===== src/design/assert_macros.svh =====
// assertion helpers used by the queue module
`ifndef ASSERT_MACROS_SVH
`define ASSERT_MACROS_SVH

// property that must hold at every clock edge out of reset
`define LPI_ASSERT(lbl, prop, msg) \
	lbl: assert property (@(posedge clk) disable iff (!arst_n) (prop)) else $error(msg);

// property whose consequent must hold in the cycle after its antecedent
`define LPI_ASSERT_NEXT(lbl, pre, post, msg) \
	lbl: assert property (@(posedge clk) disable iff (!arst_n) (pre) |=> (post)) else $error(msg);

`endif


===== src/design/lpi_pkg.sv =====
package lpi_pkg;

	// coordinate format and derived widths
	localparam int CW         = 32;
	localparam int UW         = CW + 1;
	localparam int PW         = 2 * CW + 1;
	localparam int DW         = PW + 2;
	localparam int QB         = CW + 2;
	localparam int NLO        = CW + 2;
	localparam int NHI        = DW - NLO;
	localparam int MW         = UW + DW;
	localparam int PLW        = UW + NLO + 1;
	localparam int PHW        = UW + NHI;
	localparam int FIFO_DEPTH = 8;
	localparam int PTR_W      = $clog2(FIFO_DEPTH);
	localparam int CNT_W      = $clog2(FIFO_DEPTH + 1);

	typedef logic [2:0][CW-1:0] vec_t;

	// one classified word handed from front to back
	typedef struct packed {
		logic [2:0][CW-1:0] s;
		logic [2:0][UW-1:0] u;
		logic [DW-1:0]      num;
		logic [DW-1:0]      den;
		logic               par;
	} job_t;

endpackage


===== src/design/lpi_fifo.sv =====
`include "assert_macros.svh"

module lpi_fifo (
	input  logic          clk,
	input  logic          arst_n,
	input  logic          push,
	input  lpi_pkg::job_t din,
	input  logic          pop,
	output lpi_pkg::job_t dout,
	output logic          nonempty
);
	import lpi_pkg::*;

	job_t             mem_q [FIFO_DEPTH];
	logic [PTR_W-1:0] wr_q, rd_q;
	logic [CNT_W-1:0] count_q;

	// pointers and fill level
	always_ff @(posedge clk or negedge arst_n) begin
		if (!arst_n) begin
			wr_q    <= '0;
			rd_q    <= '0;
			count_q <= '0;
		end else begin
			if (push) begin
				wr_q <= wr_q + PTR_W'(1);
			end
			if (pop) begin
				rd_q <= rd_q + PTR_W'(1);
			end
			if (push && !pop) begin
				count_q <= count_q + CNT_W'(1);
			end else if (!push && pop) begin
				count_q <= count_q - CNT_W'(1);
			end
		end
	end

	// storage
	always_ff @(posedge clk) begin
		if (push) begin
			mem_q[wr_q] <= din;
		end
	end

	assign dout     = mem_q[rd_q];
	assign nonempty = (count_q != '0);

	`LPI_ASSERT(a_no_overrun, !(push && !pop && count_q == CNT_W'(FIFO_DEPTH)), "queue overrun")
	`LPI_ASSERT(a_no_underrun, !(pop && count_q == '0), "queue underrun")
	`LPI_ASSERT_NEXT(a_fill_up, push && !pop, count_q == $past(count_q) + CNT_W'(1), "fill count")

endmodule


===== config.mk =====
export PLATFORM = sky130hd
export DESIGN_NAME = lpi_fifo
export DESIGN_NICKNAME = d
export VERILOG_FILES = /design/src/design/lpi_pkg.sv /design/src/design/lpi_fifo.sv
export VERILOG_INCLUDE_DIRS = /design/src /design/src/design
export SDC_FILE = /design/constraint.sdc
export NUM_CORES = 2
export LEC_CHECK = 0
export BUFFER_PORTS_ARGS = -buffer_cell sky130_fd_sc_hd__buf_4
export CORE_ASPECT_RATIO = 0.7
export CORE_MARGIN = 2
export CORE_UTILIZATION = 60
export DETAILED_ROUTE_END_ITERATION = 12
export PLACE_DENSITY_LB_ADDON = 0.25
export SLEW_MARGIN = 10
export SYNTH_ARGS = -nofsm -noshare
export SYNTH_HDL_FRONTEND = slang
export SYNTH_SLANG_ARGS = --single-unit
export TNS_END_PERCENT = 100

===== constraint.sdc =====
create_clock -name clk -period 36.1 [get_ports clk]
set_input_delay 1.805 -clock clk [delete_from_list [all_inputs] [get_ports clk]]
set_output_delay 1.805 -clock clk [all_outputs]
set_load 0.01 [all_outputs]

Word level (Yosys, flattened, before mapping)

Memory sizes are Yosys's and may differ from the RTL's.
Cells that the tools add are included.
W data, S select, Z words.

Flip-flop bits (word level): 10
Memories kept: 1
RAM bits: 2640
Word-level logic and storage cells: 18

Mux-type cells: 4
Add/sub/neg operators: 4
Reduce and logical (&&, ||, !) cells: 6

Memory list:

| memory | depth | bits a word | read ports | clocked after Yosys merged registers in | wr ports | line           | text |
|---|---|---|---|---|---|---|---|
| mem_q  | 8     | 330         | 1          | 0                                       | 1        | lpi_fifo.sv:14 | `job_t mem_q [FIFO_DEPTH];` |

Operators with widths:

| kind                  | count |
|---|---|
| $mux W4               | 2 |
| $add A3 B1 Y3 const B | 2 |
| $add A4 B1 Y4 const B | 1 |
| $reduce_bool A4 Y1    | 1 |
| $sub A4 B1 Y4 const B | 1 |
| $logic_and A1 B1 Y1   | 2 |
| $logic_not A1 Y1      | 2 |
| $mux W1               | 2 |
| $reduce_bool A2 Y1    | 1 |

Longest topological paths before layout

Depth after elaboration: 4
Gate-level depth with buffers: 7
Mapped depth without buffers: 7

Worst setup path after synthesis

OpenSTA, ideal clock, no wires.

Path type: input -> register
From: input port push
To: memory mem_q[0][0] in the netlist's numbering, enable pin
Library setup time: 1426 ps
Slack: 10598 ps
Buffers on the path: 0
Data arrival time: 24076 ps
Data required time: 34674 ps
Stages: 2
Path through: nand2b_1 nor3_1

Word-level cells in the longest chain between the ends: 2

Ends and longest elaborated chain:

| element                       | line           | text |
|---|---|---|
| start: declaration            | lpi_fifo.sv:6  | `input logic push,` |
| $mux W1                       | lpi_fifo.sv:41 | `if (push) begin` |
| $mux W1 (implied by the code) | lpi_fifo.sv:42 | `mem_q[wr_q] <= din;` |
| end: declaration              | lpi_fifo.sv:14 |  |

Every way passes these cells.

==> metrics.md <==
| Metric | Value |
|---|---|
| Hold_buf cts | `0` |
| Synth-to-layout area growth | `15.05%` |
| Post-Syn Area per Cell | `25.68 um2` |
| Worst-Margin Slew | `1.240 ns` |
| Post_cts resized | `0` |
| Initial DRC Count | `4099` |
| Register area share after synthesis | `0.7995` |
| Cts bufs inserted | `226` |
| Initial core utilization | `0.6066` |
| DIE AREA | `169100 um2` |
| Post-synth EDFFs | `2640` |
| RSZ-0062 raised after global routing | `no` |
| R2R setup slack | `31.39 ns` |
| Setup total negative slack | `0 ns` |
| Finish-stage setup viols | `0` |
| Die height | `344.7 um` |
| Io pins | `665` |
| Crit Path Class | `flop to primary output` |
| Ys Warns | `0` |
| Die Wd | `490.7 um` |
| Final nets | `4981` |
| Cell taking the most area after synthesis | `edfxtp_1` |
| Synth cell types | `26` |
| Total power | `9.435 mW` |
| Root Buffer | `clkbuf_16` |
| Fin. Hold Viols | `0` |
| Share of cells above drive strength 1 | `0.4262` |
| Crit start category | `flop` |
| # placed instances | `6618` |
| Clock skew | `0.03499 ns` |
| Peak supply drop | `0.00007305 V` |
| Period utilization | `0.2271` |
| Finished Layout Cells | `7058` |
| Routed length per instance | `28.82 um` |
| PD cells | `82.45 nW/um2` |
| Final Cell Area | `114400 um2` |
| R2r worst-path depth | `5` |
| Crit path launch | `rd_q[0]` |
| Critical Path End Type | `primary output` |
| Cell area after synthesis | `99470 um2` |
| Core ar. | `164000 um2` |
| # port buffers | `664` |
| # DRC | `0` |
| Worst hold path type | `flop to flop` |
| Synthesized flop and latch total | `2650` |
| Vias per cell | `6.148` |
| Outcome | `complete, no violations` |
| CTS clk-pin slew, worst paths | `0.06 ns` |
| Tmin final | `8.200 ns` |
| Most frequent cells after synthesis | `edfxtp_1 (2640), mux4_2 (660), mux2_2 (333)` |
| Gpl congestion | `0.7648` |
| Antenna violations before repair | `37` |
| WP data arrival | `6.39 ns` |
| Global-route wire length before repair | `298.2 mm` |
| Area contributors post-synth | `edfxtp_1 (80%), mux4_2 (15%), mux2_2 (3.8%)` |
| Crit path capture | `dout[147]` |
| Synth Net Count | `4214` |
| Overflow after GRT | `0` |
| Area share of the largest cell type after synthesis | `0.7970` |
| Placement Setup Slack | `28.60 ns` |
| H-tree Lvls | `4` |
| DP Area | `106900 um2` |
| WP data required | `34.29 ns` |
| Max-cap violations | `0` |
| Final WL | `203.4 mm` |
| DRT Pass-1 Iters | `5` |
| Top FF cell, synth | `edfxtp_1` |
| Largest net degree at the start of global routing | `168` |
| Row cnt | `124` |
| Reg-to-reg endpoint | `mem_q[6][82]` |
| Mapped Cells | `3874` |
| Top-count cell post-synth | `edfxtp_1` |
| Worst flop-to-flop path startpoint | `wr_q[0]` |
| Max Clock Freq | `122.0 MHz` |
| Clk sinks | `2650` |
| Hold WS | `0.5406 ns` |
| CTS max path bufs | `3` |
| PnR worst setup slack | `27.90 ns` |
| Layout Utilization | `0.6978` |
| GRT Overall Usage | `0.2402` |
| Fraction of registers with async set/reset | `0.003774` |
| TritonCTS clock tree | `built` |
| DP HPWL | `109.2 mm` |
| # Post-CTS Setup Buffers | `0` |
| Max-slew violations | `0` |
| Slew HR | `0.1730` |
| CP max FO | `112` |
| Worst-Skew Late Latency | `0.84 ns` |
| Vias in the first global route | `44840` |
| Post-route ant nets | `0` |
| Leak | `36.91 nW` |
| Vias | `43390` |
==> cell type report <==
type                            instances  area [um2]
Sequential cell                      2650       79540
Fill cell                            9411       49550
Multi-Input combinational cell       1036       18970
Clock buffer                          265        5866
Timing Repair Buffer                  725        5643
Tap cell                             2205        2759
Clock inverter                        151        1594
Antenna cell                           24       60.06
Inverter                                2       7.507
==> power breakdown <==
group          leakage [nW]  internal [mW]  switching, mW
clock network          3.63           1.36           1.07
logic                  9.18           1.48           1.53
registers              24.1           3.86          0.127
==> worst min path at each step <==
stage / from / end / slack, ns / cells past startpoint
6_report: count_q[2] / count_q[2] / 0.54 / 2
5_1_grt: wr_q[1] / wr_q[1] / 0.59 / 1
4_1_cts: count_q[2] / count_q[2] / 0.53 / 2
3_5_place_dp: count_q[2] / count_q[2] / 0.51 / 2
3_3_place_gp: count_q[2] / count_q[2] / 0.49 / 2
2_1_floorplan: count_q[2] / count_q[2] / 0.47 / 2
==> state kept, by name (all words and copies together) (netlist names) <==
signal	cells
count_q	4
mem_q	2640
rd_q	3
wr_q	3
==> layout by cell type (no fill, tap or decap), types with 24 or more instances in the layout <==
cell type / instances
clkinv_2: 44
edfxtp_1: 2640
clkbuf_16: 229
mux4_2: 660
bufinv_16: 28
diode_2: 24
clkinv_1: 51
buf_4: 709
clkbuf_1: 36
mux2_2: 333
==> metal layers <==
metal	up-vias	track usage	share of wire
met4	32	0.08083	0.027
met3	283	0.05680	0.075
met1	23190	0.3335	0.39
li1	18300	-	-
met5	-	0	0.0011
met2	1589	0.3844	0.50
==> logic make-up after synthesis <==
group	after synthesis	share of synthesized area
flip-flops	2650	0.7995
multiplexers	994	0.1872
buffers and inverters	188	0.01031
AND/OR/NAND/NOR	24	0.001182
AO/OA/AOI/OAI	6	0.0004150
XOR/XNOR	6	0.0005283
adder cells (fa/ha/maj)	6	0.0008302
==> critical path: stages, from the launching register on <==
cell	delay, ns
dfrtp_4	0.98
buf_4	0.86
buf_12	0.62
buf_12	0.74
buf_4	0.87
mux4_2	0.61
mux2_2	0.32
buf_4	0.15
No activity file was read; power rests on OpenSTA's default activity.
